===== src/hdl/mlrq_pkg.sv =====
// ----------------------------------------------------------------------------
// mlrq_pkg
// Shared constants of the multilevel ready queue: operation codes and
// default sizes.
// ----------------------------------------------------------------------------
package mlrq_pkg;

    localparam int LEVELS_DEF = 4;
    localparam int PROCS_DEF  = 16;

    localparam int OP_W = 3;

    localparam logic [OP_W-1:0] OP_ENQ  = 3'd0;
    localparam logic [OP_W-1:0] OP_DEQ  = 3'd1;
    localparam logic [OP_W-1:0] OP_REM  = 3'd2;
    localparam logic [OP_W-1:0] OP_PEEK = 3'd3;
    localparam logic [OP_W-1:0] OP_MEMB = 3'd4;

endpackage


===== src/hdl/mlrq_if.sv =====
// ----------------------------------------------------------------------------
// mlrq_req_if / mlrq_rsp_if
// Valid/ready channels of the ready queue: one command beat in, one result
// beat out.
// ----------------------------------------------------------------------------
interface mlrq_req_if
    import mlrq_pkg::*;
#(
    parameter int ID_W  = 4,
    parameter int LVL_W = 2
) ();
    logic             valid;
    logic             ready;
    logic [OP_W-1:0]  operation;
    logic [ID_W-1:0]  proc_id;
    logic [LVL_W-1:0] level;

    modport source (output valid, operation, proc_id, level, input ready);
    modport sink   (input valid, operation, proc_id, level, output ready);
endinterface

interface mlrq_rsp_if
    import mlrq_pkg::*;
#(
    parameter int ID_W  = 4,
    parameter int TOP_W = 3
) ();
    logic             valid;
    logic             ready;
    logic [ID_W-1:0]  out_id;
    logic             found;
    logic [TOP_W-1:0] top_level;

    modport source (output valid, out_id, found, top_level, input ready);
    modport sink   (input valid, out_id, found, top_level, output ready);
endinterface


===== src/hdl/multilevel_ready_queue.sv =====
// ----------------------------------------------------------------------------
// multilevel_ready_queue
// One linked FIFO of process ids per priority level: enqueue, dequeue
// highest, remove, peek and membership, each answered by one result beat.
// ----------------------------------------------------------------------------
//  channel  dir  payload                          beat
//  req      in   operation, proc_id, level        one command
//  rsp      out  out_id, found, top_level         one result per command
//
//  One command is in work at a time. Peek and membership go from the idle
//  state to the done state, which registers the result; enqueue reads a
//  non-empty level first; dequeue reads the best level and pops its head
//  unless every level is empty; remove, if its level is non-empty and the
//  process is queued, reads that level and walks the list, one read of the
//  link memory per hop (fewer than PROCS hops). No clearing pass after
//  reset. A stalled result holds the output register; the next command is
//  still taken and waits for that register before it posts its own result.
// ----------------------------------------------------------------------------
module multilevel_ready_queue
    import mlrq_pkg::*;
#(
    parameter int LEVELS = LEVELS_DEF,
    parameter int PROCS  = PROCS_DEF
) (
    input  logic       clk,
    input  logic       rst_n,
    mlrq_req_if.sink   req,
    mlrq_rsp_if.source rsp
);

    localparam int ID_W  = $clog2(PROCS);
    localparam int LVL_W = $clog2(LEVELS);
    localparam int TOP_W = $clog2(LEVELS + 1);
    localparam int LR_W  = 2 * ID_W;

    localparam logic [2:0] ST_IDLE   = 3'd0;
    localparam logic [2:0] ST_LVL    = 3'd1;
    localparam logic [2:0] ST_POP    = 3'd2;
    localparam logic [2:0] ST_WALK   = 3'd3;
    localparam logic [2:0] ST_SPLICE = 3'd4;
    localparam logic [2:0] ST_DONE   = 3'd5;

    logic [2:0]        state_reg, state_next;
    logic [OP_W-1:0]   op_reg, op_next;
    logic [ID_W-1:0]   pid_reg, pid_next;
    logic [LVL_W-1:0]  lvl_reg, lvl_next;
    logic [ID_W-1:0]   head_reg, head_next;
    logic [ID_W-1:0]   tail_reg, tail_next;
    logic [ID_W-1:0]   prev_reg, prev_next;
    logic [ID_W-1:0]   id_reg, id_next;
    logic              found_reg, found_next;
    logic [LEVELS-1:0] nonempty_reg, nonempty_next;
    logic [PROCS-1:0]  queued_reg, queued_next;
    logic [PROCS-1:0]  link_valid_reg, link_valid_next;
    logic              out_valid_reg, out_valid_next;
    logic [ID_W-1:0]   out_id_reg, out_id_next;
    logic              out_found_reg, out_found_next;
    logic [TOP_W-1:0]  out_top_reg, out_top_next;

    logic              link_we;
    logic [ID_W-1:0]   link_waddr, link_wdata, link_raddr, link_rdata;
    logic              lvl_we;
    logic [LVL_W-1:0]  lvl_waddr, lvl_raddr;
    logic [LR_W-1:0]   lvl_wdata, lvl_rdata;
    logic [ID_W-1:0]   rd_head, rd_tail;

    logic [TOP_W-1:0]  best;
    logic [LVL_W-1:0]  best_idx;
    logic              in_pid_ok, in_lvl_ok, in_ok;

    mlrq_ram #(.WIDTH(ID_W), .DEPTH(PROCS)) u_link_ram (
        .clk   (clk),
        .we    (link_we),
        .waddr (link_waddr),
        .wdata (link_wdata),
        .raddr (link_raddr),
        .rdata (link_rdata)
    );

    mlrq_ram #(.WIDTH(LR_W), .DEPTH(LEVELS)) u_level_ram (
        .clk   (clk),
        .we    (lvl_we),
        .waddr (lvl_waddr),
        .wdata (lvl_wdata),
        .raddr (lvl_raddr),
        .rdata (lvl_rdata)
    );

    assign rd_head = lvl_rdata[LR_W-1:ID_W];
    assign rd_tail = lvl_rdata[ID_W-1:0];

    // lowest non-empty level, LEVELS when all are empty
    always_comb
    begin
        best = TOP_W'(LEVELS);
        for (int i = LEVELS - 1; i >= 0; i--)
        begin
            if (nonempty_reg[i])
            begin
                best = TOP_W'(i);
            end
        end
    end

    assign best_idx  = LVL_W'(best);
    assign in_pid_ok = {1'b0, req.proc_id} < (ID_W + 1)'(PROCS);
    assign in_lvl_ok = {1'b0, req.level} < (LVL_W + 1)'(LEVELS);
    assign in_ok     = in_pid_ok && in_lvl_ok;

    assign lvl_raddr = (req.operation == OP_DEQ) ? best_idx : req.level;
    // follow the list: head on the first hop, then the link just read
    assign link_raddr = (state_reg == ST_LVL) ? rd_head :
                        (link_rdata == pid_reg) ? pid_reg : link_rdata;

    assign req.ready = (state_reg == ST_IDLE);

    always_comb
    begin
        state_next      = state_reg;
        op_next         = op_reg;
        pid_next        = pid_reg;
        lvl_next        = lvl_reg;
        head_next       = head_reg;
        tail_next       = tail_reg;
        prev_next       = prev_reg;
        id_next         = id_reg;
        found_next      = found_reg;
        nonempty_next   = nonempty_reg;
        queued_next     = queued_reg;
        link_valid_next = link_valid_reg;
        out_valid_next  = out_valid_reg && !rsp.ready;
        out_id_next     = out_id_reg;
        out_found_next  = out_found_reg;
        out_top_next    = out_top_reg;
        link_we         = 1'b0;
        link_waddr      = prev_reg;
        link_wdata      = link_rdata;
        lvl_we          = 1'b0;
        lvl_waddr       = lvl_reg;
        lvl_wdata       = {head_reg, tail_reg};

        unique case (state_reg)
            ST_IDLE:
            begin
                if (req.valid)
                begin
                    op_next    = req.operation;
                    pid_next   = req.proc_id;
                    lvl_next   = req.level;
                    id_next    = '0;
                    found_next = 1'b0;
                    state_next = ST_DONE;
                    case (req.operation)
                        OP_ENQ:
                        begin
                            if (in_ok && !queued_reg[req.proc_id])
                            begin
                                if (nonempty_reg[req.level])
                                begin
                                    state_next = ST_LVL;
                                end
                                else
                                begin
                                    lvl_we        = 1'b1;
                                    lvl_waddr     = req.level;
                                    lvl_wdata     = {req.proc_id, req.proc_id};
                                    nonempty_next[req.level]     = 1'b1;
                                    queued_next[req.proc_id]     = 1'b1;
                                    link_valid_next[req.proc_id] = 1'b0;
                                end
                            end
                        end
                        OP_DEQ:
                        begin
                            if (|nonempty_reg)
                            begin
                                lvl_next   = best_idx;
                                state_next = ST_LVL;
                            end
                        end
                        OP_REM:
                        begin
                            if (in_ok && nonempty_reg[req.level] &&
                                queued_reg[req.proc_id])
                            begin
                                state_next = ST_LVL;
                            end
                        end
                        OP_MEMB:
                        begin
                            found_next = in_pid_ok && queued_reg[req.proc_id];
                        end
                        default:
                        begin
                        end
                    endcase
                end
            end

            ST_LVL:
            begin
                head_next  = rd_head;
                tail_next  = rd_tail;
                prev_next  = rd_head;
                state_next = ST_DONE;
                if (op_reg == OP_ENQ)
                begin
                    // append behind the current tail
                    link_we    = 1'b1;
                    link_waddr = rd_tail;
                    link_wdata = pid_reg;
                    lvl_we     = 1'b1;
                    lvl_wdata  = {rd_head, pid_reg};
                    link_valid_next[rd_tail] = 1'b1;
                    link_valid_next[pid_reg] = 1'b0;
                    queued_next[pid_reg]     = 1'b1;
                end
                else if (op_reg == OP_DEQ || rd_head == pid_reg)
                begin
                    if (op_reg == OP_DEQ)
                    begin
                        id_next    = rd_head;
                        found_next = 1'b1;
                    end
                    if (link_valid_reg[rd_head])
                    begin
                        state_next = ST_POP;
                    end
                    else
                    begin
                        nonempty_next[lvl_reg]   = 1'b0;
                        queued_next[rd_head]     = 1'b0;
                        link_valid_next[rd_head] = 1'b0;
                    end
                end
                else if (link_valid_reg[rd_head])
                begin
                    state_next = ST_WALK;
                end
            end

            ST_POP:
            begin
                lvl_we     = 1'b1;
                lvl_wdata  = {link_rdata, tail_reg};
                queued_next[head_reg]     = 1'b0;
                link_valid_next[head_reg] = 1'b0;
                state_next = ST_DONE;
            end

            ST_WALK:
            begin
                if (link_rdata == pid_reg)
                begin
                    if (link_valid_reg[pid_reg])
                    begin
                        state_next = ST_SPLICE;
                    end
                    else
                    begin
                        // drop the tail: predecessor becomes the new tail
                        lvl_we     = 1'b1;
                        lvl_wdata  = {head_reg, prev_reg};
                        link_valid_next[prev_reg] = 1'b0;
                        queued_next[pid_reg]      = 1'b0;
                        link_valid_next[pid_reg]  = 1'b0;
                        state_next = ST_DONE;
                    end
                end
                else
                begin
                    prev_next = link_rdata;
                    if (!link_valid_reg[link_rdata])
                    begin
                        state_next = ST_DONE;
                    end
                end
            end

            ST_SPLICE:
            begin
                link_we    = 1'b1;
                link_waddr = prev_reg;
                link_wdata = link_rdata;
                queued_next[pid_reg]     = 1'b0;
                link_valid_next[pid_reg] = 1'b0;
                state_next = ST_DONE;
            end

            ST_DONE:
            begin
                if (!out_valid_reg || rsp.ready)
                begin
                    out_valid_next = 1'b1;
                    out_id_next    = id_reg;
                    out_found_next = found_reg;
                    out_top_next   = best;
                    state_next     = ST_IDLE;
                end
            end

            default:
            begin
                state_next = ST_IDLE;
            end
        endcase
    end

    always_ff @(posedge clk or negedge rst_n)
    begin
        if (!rst_n)
        begin
            state_reg      <= ST_IDLE;
            nonempty_reg   <= '0;
            queued_reg     <= '0;
            link_valid_reg <= '0;
            out_valid_reg  <= 1'b0;
        end
        else
        begin
            state_reg      <= state_next;
            nonempty_reg   <= nonempty_next;
            queued_reg     <= queued_next;
            link_valid_reg <= link_valid_next;
            out_valid_reg  <= out_valid_next;
        end
    end

    always_ff @(posedge clk)
    begin
        op_reg        <= op_next;
        pid_reg       <= pid_next;
        lvl_reg       <= lvl_next;
        head_reg      <= head_next;
        tail_reg      <= tail_next;
        prev_reg      <= prev_next;
        id_reg        <= id_next;
        found_reg     <= found_next;
        out_id_reg    <= out_id_next;
        out_found_reg <= out_found_next;
        out_top_reg   <= out_top_next;
    end

    assign rsp.valid     = out_valid_reg;
    assign rsp.out_id    = out_id_reg;
    assign rsp.found     = out_found_reg;
    assign rsp.top_level = out_top_reg;

    a_link_implies_queued: assert property (@(posedge clk) disable iff (!rst_n)
        (link_valid_reg & ~queued_reg) == '0)
        else $error("link valid on a process that is not queued");

    a_empty_levels_no_procs: assert property (@(posedge clk) disable iff (!rst_n)
        (nonempty_reg == '0) |-> (queued_reg == '0))
        else $error("process queued while every level is empty");

    a_one_tail_per_level: assert property (@(posedge clk) disable iff (!rst_n)
        (queued_reg != '0) |-> ($countones(link_valid_reg) < $countones(queued_reg)))
        else $error("queued lists lost their tail");

    a_done_holds_on_stall: assert property (@(posedge clk) disable iff (!rst_n)
        (state_reg == ST_DONE && out_valid_reg && !rsp.ready) |=> (state_reg == ST_DONE))
        else $error("result posted over an unaccepted beat");

endmodule


===== src/hdl/mlrq_ram.sv =====
// ----------------------------------------------------------------------------
// mlrq_ram
// Simple dual-port RAM: one write port, one read port, registered read data.
// ----------------------------------------------------------------------------
module mlrq_ram
    import mlrq_pkg::*;
#(
    parameter int WIDTH = 8,
    parameter int DEPTH = 16,
    localparam int AW   = (DEPTH > 1) ? $clog2(DEPTH) : 1
) (
    input  logic             clk,
    input  logic             we,
    input  logic [AW-1:0]    waddr,
    input  logic [WIDTH-1:0] wdata,
    input  logic [AW-1:0]    raddr,
    output logic [WIDTH-1:0] rdata
);

    logic [WIDTH-1:0] mem [DEPTH];

    always_ff @(posedge clk)
    begin
        if (we)
        begin
            mem[waddr] <= wdata;
        end
        rdata <= mem[raddr];
    end

endmodule

===== src/flat_wrapper.sv =====
// flat-port wrapper written by rule: the top's interface ports become plain ports
module multilevel_ready_queue_flat import mlrq_pkg::*;
#(
    parameter int LEVELS = LEVELS_DEF,
    parameter int PROCS  = PROCS_DEF
)
  (clk, rst_n, req_valid, req_operation, req_proc_id, req_level, req_ready, rsp_valid, rsp_out_id, rsp_found, rsp_top_level, rsp_ready);
  mlrq_req_if req_i ();
  mlrq_rsp_if rsp_i ();
  input  logic clk;
  input  logic rst_n;
  input wire logic [$bits(req_i.valid)-1:0] req_valid;
  input wire logic [$bits(req_i.operation)-1:0] req_operation;
  input wire logic [$bits(req_i.proc_id)-1:0] req_proc_id;
  input wire logic [$bits(req_i.level)-1:0] req_level;
  output wire logic [$bits(req_i.ready)-1:0] req_ready;
  output wire logic [$bits(rsp_i.valid)-1:0] rsp_valid;
  output wire logic [$bits(rsp_i.out_id)-1:0] rsp_out_id;
  output wire logic [$bits(rsp_i.found)-1:0] rsp_found;
  output wire logic [$bits(rsp_i.top_level)-1:0] rsp_top_level;
  input wire logic [$bits(rsp_i.ready)-1:0] rsp_ready;
  assign req_i.valid = req_valid;
  assign req_i.operation = req_operation;
  assign req_i.proc_id = req_proc_id;
  assign req_i.level = req_level;
  assign req_ready = req_i.ready;
  assign rsp_valid = rsp_i.valid;
  assign rsp_out_id = rsp_i.out_id;
  assign rsp_found = rsp_i.found;
  assign rsp_top_level = rsp_i.top_level;
  assign rsp_i.ready = rsp_ready;
  multilevel_ready_queue #(.LEVELS(LEVELS), .PROCS(PROCS)) u_core (.clk(clk), .rst_n(rst_n), .req(req_i), .rsp(rsp_i));
endmodule

===== config.mk =====
export PLATFORM = sky130hd
export DESIGN_NAME = multilevel_ready_queue_flat
export DESIGN_NICKNAME = d
export VERILOG_FILES = /design/src/hdl/mlrq_pkg.sv /design/src/hdl/mlrq_if.sv /design/src/hdl/multilevel_ready_queue.sv /design/src/hdl/mlrq_ram.sv /design/src/flat_wrapper.sv
export SDC_FILE = /design/constraint.sdc
export NUM_CORES = 1
export LEC_CHECK = 0
export CAP_MARGIN = 20
export CORE_MARGIN = 3
export CORE_UTILIZATION = 50
export DETAILED_ROUTE_END_ITERATION = 7
export DONT_BUFFER_PORTS = 1
export PLACE_DENSITY_LB_ADDON = 0.2
export SYNTH_ARGS = -nofsm -noshare
export SYNTH_HDL_FRONTEND = slang
export SYNTH_SLANG_ARGS = --single-unit

===== constraint.sdc =====
create_clock -name clk -period 5.4 [get_ports clk]
set_clock_uncertainty 0.15 [all_clocks]
set_input_delay 0 -clock clk [delete_from_list [all_inputs] [get_ports clk]]
set_output_delay 0 -clock clk [all_outputs]
set_load 0.05 [all_outputs]

==> results of run 1 <==
[final cells by class]
type / instances / area share [%]
flip-flops and latches: 182 / 43.6
clock buffers: 17 / 3.60
inverters: 21 / 0.667
well taps: 275 / 2.91
clock inverters: 15 / 1.75
repair buffers: 44 / 3.47
multi-input cells: 761 / 44.0
[worst max path at each step]
stage,slack [ns],from,end,cells past startpoint
after global placement,1.77,u_core.u_level_ram.rdata[4]$_DFF_P_,u_core.queued_reg[4]$_DFFE_PN0P_,7
after detailed placement,1.61,u_core.pid_reg[0]$_DFFE_PP_,u_core.u_level_ram.mem[1][2]$_DFFE_PP_,6
after CTS,1.57,u_core.pid_reg[0]$_DFFE_PP_,u_core.u_level_ram.mem[1][4]$_DFFE_PP_,6
after global routing,1.35,u_core.pid_reg[0]$_DFFE_PP_,u_core.u_level_ram.mem[1][4]$_DFFE_PP_,6
after floorplan,2.30,u_core.pid_reg[0]$_DFFE_PP_,u_core.u_level_ram.mem[0][0]$_DFFE_PP_,7
final,1.59,u_core.pid_reg[0]$_DFFE_PP_,u_core.u_level_ram.mem[1][4]$_DFFE_PP_,6
[critical path: stages, from the launching register on]
cell and delay [ns]:
edfxtp_1 0.97, mux4_1 0.64, a22o_1 0.24, or3_1 0.42
a21oi_1 0.17, nor2_1 0.11, o22ai_1 0.73
[stage by stage]
stage / utilization, % / total power [uW] / hold WS [ns] / setup slack (ns)
after floorplan: - / 4150 / -0.446 / 2.30
after global placement: 52.0 / 4950 / -0.442 / 1.77
after detailed placement: 52.1 / 5020 / -0.442 / 1.61
after CTS: 56.0 / 6350 / 0.0482 / 1.57
after global routing: 56.0 / 6740 / 0.0430 / 1.35
final: 56.0 / 6430 / 0.0104 / 1.59
[logic make-up (layout without fill, tap and decap cells)]
logic type	count (synthesis)	count (layout)
AO/OA/AOI/OAI	305	305
XOR/XNOR	8	8
buffers and inverters	107	97
flip-flops	182	182
multiplexers	95	95
AND/OR/NAND/NOR	353	353
[metal layers]
layer / part of all wire, % / global-route usage [%]
met5: 0 / 0
met1: 41 / 41.3
met2: 44 / 42.3
met4: 4.1 / 11.3
met3: 10 / 7.10
[where the power goes]
group | switching [uW] | leakage [uW] | internal (uW) | total [uW]
clock | 635 | 0.000300 | 674 | 1310
sequential | 461 | 0.00182 | 1900 | 2360
combinational | 1790 | 0.00203 | 970 | 2760
[synthesized netlist by cell type, types with 14 or more instances]
cell	number
nor4_1	16
nand2_1	94
mux4_2	19
clkbuf_1	67
edfxtp_1	130
o21a_1	14
dfrtp_1	40
mux2i_1	72
a211oi_1	17
o211ai_1	20
o31ai_1	24
nor2b_1	24
a21oi_1	49
inv_1	20
a31oi_1	16
o21ai_0	67
o22ai_1	14
nor2_1	108
nand3_1	15
[layout by cell type, fill, tap and decap left out, drive strengths merged, types with 9 or more instances in the layout]
cell and n:
edfxtp 130, nor2 108, nand2 94, mux2i 73, o21ai 67, a21oi 50
dfrtp 40, buf 31, inv 25, nor2b 24, o31ai 24, o211ai 21
mux4 20, a211oi 17, clkbuf 17, a31oi 16, nor4 16, nand3 15
o22ai 14, o21a 14, nor3 14, a32oi 13, dlygate4sd3 13, nand2b 12
nor4bb 12, dfxtp 12, and2 10, o2bb2ai 10, nor4b 9, a2bb2oi 9
clkinv 9
==> results.txt, run 1 <==
The run finished with clean final reports. TritonCTS built the clock tree. The fraction of registers with async set or reset after synthesis came out at 22.0%.

The H-tree level count came out at 4. The highest achievable clock rate came out at 262 MHz. The starting density of the core is 51.0%. The arrival time reported for the critical path endpoint is 3.74 ns. The cell count after placement is 1266. For this block, the initial DRC count from the detailed router was 1341. The flip-flop count of the largest register, all copies and words added is 64. The arithmetic-cell share of the synthesized area counting full adders, half adders and majority gates came out at 0%.

Counting I/O delays and the setup requirement, the final critical path takes 3.81 ns. For the worst setup path, the data required time is 5.32 ns. The biggest fanout along the worst timing path is 21. The residual DRC count came out at 0. The register-to-register setup slack came out at 1.59 ns. The total power density per cell area came out at 545 mW/mm2.

The number of nets handed over by synthesis was 1063. The clock sink count is 182. The boundary pin count is 23. Of the total synthesized cell area, the portion taken by AND, OR, NAND and NOR gates is 16.7%.

The synthesized design contains 130 enable-type register cells. The quantity of hold-fixing buffers added after cts came out at 15. Dividing the synthesized area by the synthesized cell count gives 10.2 um2. For this run, the number of standard cells in the final layout without fillers is 1315. Measured in cells, the most critical reg-to-reg path has a length of 6. The cell row count came out at 53. The capture instance of the worst register-to-register path is u_core.u_level_ram.mem[1][4]$_DFFE_PP_. The routed wirelength normalized by instance count came out at 25.5 um. The fill cell total of the finished layout came out at 1871. Counting flops per register, the top entry is u_core.u_link_ram.mem. The number of failing setup endpoints in the final timing report is 0. The synthesized netlist devotes 19.4% of its cell area to compound gates. The largest family of logic cells by synthesized area is compound AO/OA/AOI/OAI gates.

Summed over its instances, the top area cell type makes up 36.3% of the synthesized netlist area. By area the synthesized netlist is led by edfxtp_1 36%, dfrtp_1 9.3%, mux2i_1 6.7%. The register clock-pin slew on the reported worst setup and hold paths came out at 0.08 ns. The total congestion overflow is 0.

The number of pins exceeding their max-slew limit in the final report is 0. The standard cell area after detailed placement came out at 0.0110 mm2. The launch point of the worst reg-to-reg path is u_core.pid_reg[0]$_DFFE_PP_.

The actual slew at the worst max-slew pin is 1.07 ns. The critical setup path kind is flop to flop. Setup repair after global routing left no endpoint under its margin.

The via count of the first global-routing pass was 8587. The predominant post-synthesis flop cell is edfxtp_1. The number of distinct standard cells referenced by the synthesized netlist is 75. The peak supply drop is 0.331 mV. The total clock buffers created by CTS is 17.

The first-pass GRT wire length is 52200 um. For this run, the number of Yosys warnings is 0. In the global route stage, overall resource usage came out at 28.8%. The maximum number of pins on one net before global-route repair came out at 44.

The detailed-route vias per instance came out at 6.85. The number of instances in the synthesized netlist came out at 1050. In the final layout, the multi-input gates occupy 0.00520 mm2. Compared with the post-synthesis result, the final layout area differs by 9.85%. The clock reaches the later pin of the worst-skew pair after 0.45 ns. The number of nets with antenna violations after detailed routing came out at 0.

The number of antenna diodes in the final layout is 0. The final cell area excluding filler cells came out at 0.0118 mm2. The post-synthesis instance area is 0.0108 mm2. The number of gates resized after cts came out at 0. Summing the areas of all xor and xnor instances in the mapped netlist gives 0.652% of the synthesized area.

The final routed wirelength across all metal layers is 33600 um. For this design the static power due to leakage is 0.00415 uW. The number of antenna violations at the first check in global routing is 0.

The part of the Yosys area used for sequential elements came out at 47.8%. The largest registers in the layout are u_core.u_link_ram.mem x64, u_core.u_level_ram.mem x32. The number of optimization iterations in the first detailed-route pass is 6. The number of flip-flops and latches in the synthesized netlist came out at 182. The last weighted congestion value of the routability-driven placer is 0.975. The post-CTS setup buffer count came out at 0. In this run the tightest slew margin relative to its limit is 28.2%.

The final hold violation count came out at 0. STA classifies the critical path endpoint as a flop. The multiplexer share of the synthesized area is 11.3%. The area of the die came out at 0.0233 mm2. The die is 153 um wide.

The share of layout cells above drive strength 1 is 10.2%. The number of vias after detailed routing is 9012. The die is 153 um tall. The area of the core region came out at 0.0211 mm2. The class of the tightest hold or removal check is primary input to async pin. The share of the clock period used by the worst path came out at 70.6%. At the end of the flow, the number of nets in the layout was 1040. The master cell of the clock root buffer is clkbuf_16.

The count of buffers from port buffering came out at 0. Registers take 0.00514 mm2. STA classifies the critical path startpoint as a flop.

The total negative slack is 0 ns. The count of max-cap constraint violations is 0. The number of buffers on the longest clock path came out at 2. The half-perimeter wire length of the detailed placement result is 22400 um.

The largest total area in the synthesized netlist belongs to edfxtp_1.
(Power assumes the default switching activity.)
==> run 2, diff against run 1 <==
--- a/config.mk
+++ b/config.mk
@@ -5,6 +5,7 @@
 export SDC_FILE = /design/constraint.sdc
 export NUM_CORES = 1
 export LEC_CHECK = 0
+export ABC_AREA = 1
 export CAP_MARGIN = 20
 export CORE_MARGIN = 3
 export CORE_UTILIZATION = 50
==> constraint.sdc (replaced) <==
create_clock -name clk -period 3.3 [get_ports clk]
set_clock_uncertainty 0.15 [all_clocks]
set_input_delay 0 -clock clk [delete_from_list [all_inputs] [get_ports clk]]
set_output_delay 0 -clock clk [all_outputs]
set_load 0.05 [all_outputs]
==> results.txt, run 2 <==
The overall die height came out at 154 um (+0.83%). The number of synthesis warnings came to 0 (unchanged). The leakage dissipation is 0.00496 uW (+19%). nand2_1 is the most common cell in the netlist. The endpoint required time on the critical path came out at 3.26 ns (-2.06 ns). The post-synthesis net count is 1431 (+35%). The register clock-pin slew on the reported worst setup and hold paths is 0.08 ns (about the same). In the layout the commonest cells are 351 x nand2_1, 191 x nor2_1, 170 x o21ai_0. In the final layout, the registers with the most flip-flops are u_core.u_link_ram.mem x64, u_core.u_level_ram.mem x32.

The boundary pin count came out at 23 (unchanged). The count of buffers from port buffering is 0 (unchanged). The floorplan die width is 154 um (+0.83%). TritonCTS built the clock tree. The starting density of the core came out at 51.4% (+0.39 points). The number of antenna violations at the first check in global routing is 0 (unchanged). The net switching fraction of the power is 48.9% (+4.0 points). Counting flops per register, the top entry is u_core.u_link_ram.mem.

The total power density per cell area was 931 mW/mm2 (+71%). The run finished with clean final reports. The minimum clock period after layout is 3.05 ns (-0.762 ns). The first-pass GRT wire length came out at 55100 um (+5.4%). The number of pins exceeding their max-slew limit in the final report is 0 (unchanged).

The detailed-route vias per instance was 6.00 (-12%). The overall fraction of global-route tracks in use came out at 30.0% (+1.2 points). The post-route total power was 11100 uW (+73%).

The post-layout worst setup margin came out at 0.247 ns (-1.34 ns). The final hold violation count is 0 (unchanged). Setup repair after global routing left no endpoint under its margin. The share of the clock period used by the worst path came out at 92.5% (+22 points). The critical setup path kind is flop to flop. The fraction of registers with async set or reset after synthesis is 22.0% (unchanged). Among all flip-flop cells after synthesis, the most frequent one is edfxtp_1. The proportion of netlist area held by the largest area contributor came out at 35.7% (-0.61 points). The mean area per synthesized cell came out at 7.71 um2 (-25%). The post-synthesis instance area is 0.0109 mm2 (+1.7%).

The total clock buffers created by CTS came out at 17 (unchanged). The share of power burned in registers came out at 35.5% (-1.2 points). The residual DRC count is 0 (unchanged). The last weighted congestion value of the routability-driven placer was 1.13 (+16%). The internal power of the cells is 5700 uW (+61%). The peak supply drop is 0.459 mV (+39%). The setup slack after placement is 0.239 ns (-1.37 ns). The number of diodes added for antenna fixing is 0 (unchanged).

The number of nets with antenna violations after detailed routing came out at 0 (unchanged). STA classifies the critical path startpoint as a flop. The cell row count came out at 53 (unchanged). The switching component of the power came to 5450 uW (+89%). The final net count is 1435 (+38%). The commonest non-fill, non-tap cell in the layout is nand2_1. The maximum number of pins on one net before global-route repair is 41 (-6.8%). The tree is rooted in a clkbuf_16.

The number of distinct standard cells referenced by the synthesized netlist came to 48 (-36%). The part of the total power dissipated in the clock network came out at 18.2% (-2.1 points). The final routed wirelength across all metal layers is 35700 um (+6.3%).

The source-to-sink clock delay at the later pin of the worst-skew pair came out at 0.44 ns (about the same). The share of layout cells above drive strength 1 came out at 7.11% (-3.1 points). The clock sink count came out at 182 (unchanged). The synthesis-to-finish area growth came out at 9.48%. The arrival time reported for the critical path endpoint came to 3.01 ns (-0.73 ns). The highest achievable clock rate came out at 328 MHz (+25%). The area of the die is 0.0237 mm2 (+1.7%). The routed wirelength normalized by instance count came out at 20.9 um (-18%). The cell accounting for the most synthesized area is edfxtp_1. The initial DRC count is 1596 (+19%). Yosys attributes the largest share of cell area to edfxtp_1 36%, nand2_1 12%, dfrtp_1 9.2%.

The count of max-cap constraint violations came out at 0 (unchanged). The part of the Yosys area used for sequential elements is 47.0% (-0.81 points). The number of failing setup endpoints in the final timing report came to 0 (unchanged). The number of buffers on the longest clock path is 2 (unchanged). The post-CTS setup buffer count came out at 0 (unchanged). The relative slew slack is 41.7% (+14 points). The area of the core region came to 0.0213 mm2 (+0.94%). The total congestion overflow came to 0 (unchanged). Counting instances in the post-synthesis netlist gives the leading cell types as 351 x nand2_1, 191 x nor2_1, 172 x o21ai_0. The flip-flop count of the largest register, all copies and words added is 64 (unchanged). The via count of the first global-routing pass came out at 9571 (+11%). The actual slew at the worst max-slew pin is 0.872 ns (-0.198 ns). The half-perimeter wire length of the detailed placement result is 26000 um (+16%).

The number of instances in the synthesized netlist came out at 1418 (+35%). The biggest fanout along the worst timing path is 18 (-14%). The combinational share of power was 46.2% (+3.3 points).

The number of enable-type register cells in the synthesized netlist came out at 130 (unchanged). The H-tree level count was 4 (unchanged). The number of optimization iterations in the first detailed-route pass is 5 (-1). The number of flip-flops and latches in the synthesized netlist came out at 182 (unchanged). The total negative slack came to 0 ns (unchanged). The class of the tightest hold or removal check is primary input to async pin. The worst setup path is captured at a flop.

The number of vias after detailed routing is 10255 (+14%).
-- run 2: cell count changes in the layout (fill, tap and decap cells not counted), moves of 24 or more --
| cell | delta |
|---|---|
| o211ai_1 | +30 |
| inv_1 | +128 |
| nand2_1 | +257 |
| o21ai_0 | +105 |
| nand3_1 | +45 |
| mux2i_1 | -71 |
| nor2b_1 | -24 |
| nor2_1 | +83 |
-- run 2: logic make-up (layout without fill, tap and decap cells) --
kind of cell / after synthesis / in the layout / synth area share, %
xor gates and xnor gates: 6 / 6 / 0.480
and+or+nand+nor: 647 / 647 / 24.6
DFF: 182 / 182 / 47.0
buffers and inverters: 219 / 236 / 8.36
AOI/OAI and AO/OA: 364 / 364 / 19.5
-- run 2: path summary, 6_finish.rpt --
path / cells past startpoint / startpoint / endpoint / slack, ns
max: 7 / u_core.state_reg[2]$_DFFE_PN0P_ / u_core.u_link_ram.mem[2][3]$_DFFE_PP_ / 0.25
min: 3 / rst_n / u_core.link_valid_reg[3]$_DFFE_PN0P_ / 0.03
max reg2reg: 7 / u_core.state_reg[2]$_DFFE_PN0P_ / u_core.u_link_ram.mem[2][3]$_DFFE_PP_ / 0.25
min reg2reg: 0 / u_core.id_reg[1]$_SDFFCE_PN0P_ / u_core.rsp.out_id[1]$_DFFE_PP_ / 0.27
max in group asynchronous: 3 / rst_n / u_core.queued_reg[3]$_DFFE_PN0P_ / 2.74
min in group clk: 6 / req_proc_id[1] / u_core.found_reg$_SDFFCE_PP1P_ / 0.04
-- run 2: power groups by stage --
stage          Sequential (uW)  Combinational [uW]  Clock, uW
3_5_place_dp              3970                4930          0
2_1_floorplan             3670                3760          0
3_3_place_gp              3960                4920          0
4_1_cts                   3920                5000       2070
5_1_grt                   4000                5680       2170
6_report                  3960                5150       2030
-- run 2: timing repair --
| action | CTS | global route |
|---|---|---|
| endpoints found under the setup margin | 0 | 44 |
| endpoints found under the hold margin | 131 | 0 |
| hold buffers | 14 | 0 |
| gates resized for setup | 0 | 3 |
-- run 2: worst max-delay path: stages (launching register included) --
cell and delay, ns:
dfrtp_1 0.47, inv_2 0.28, nand2_4 0.11, nor2_4 0.32, nand2_1 0.35, o21ai_0 0.51
nand2_1 0.22, nor2_1 0.32
-- run 2: metal layers --
layer	global-route usage, %	vias up	wire [um]
met5	0	-	0
met4	9.00	0	1020
met2	44.7	577	15500
met3	7.06	82	3740
li1	-	4824	-
met1	43.7	4772	15400
-- run 2: layout make-up --
| class | instances | area [um2] |
|---|---|---|
| fillers | 1980 | 9310 |
| flip-flops and latches | 182 | 5150 |
| multi-input cells | 1017 | 4880 |
| inverters | 160 | 601 |
| clock buffers | 17 | 425 |
| repair buffers | 44 | 400 |
| well taps | 275 | 344 |
| clock inverters | 15 | 180 |
-- run 2: metrics by stage --
stage | instance area, um2 | util (%) | cells | hold WS, ns
after global routing | 12000 | 56.3 | 1710 | 0.0461
final | 12000 | 56.3 | 1710 | 0.0292
after floorplan | 10900 | - | 1418 | -0.446
after detailed placement | 11200 | 52.6 | 1664 | -0.445
after global placement | 11200 | 52.6 | 1664 | -0.445
after CTS | 12000 | 56.3 | 1710 | 0.00312
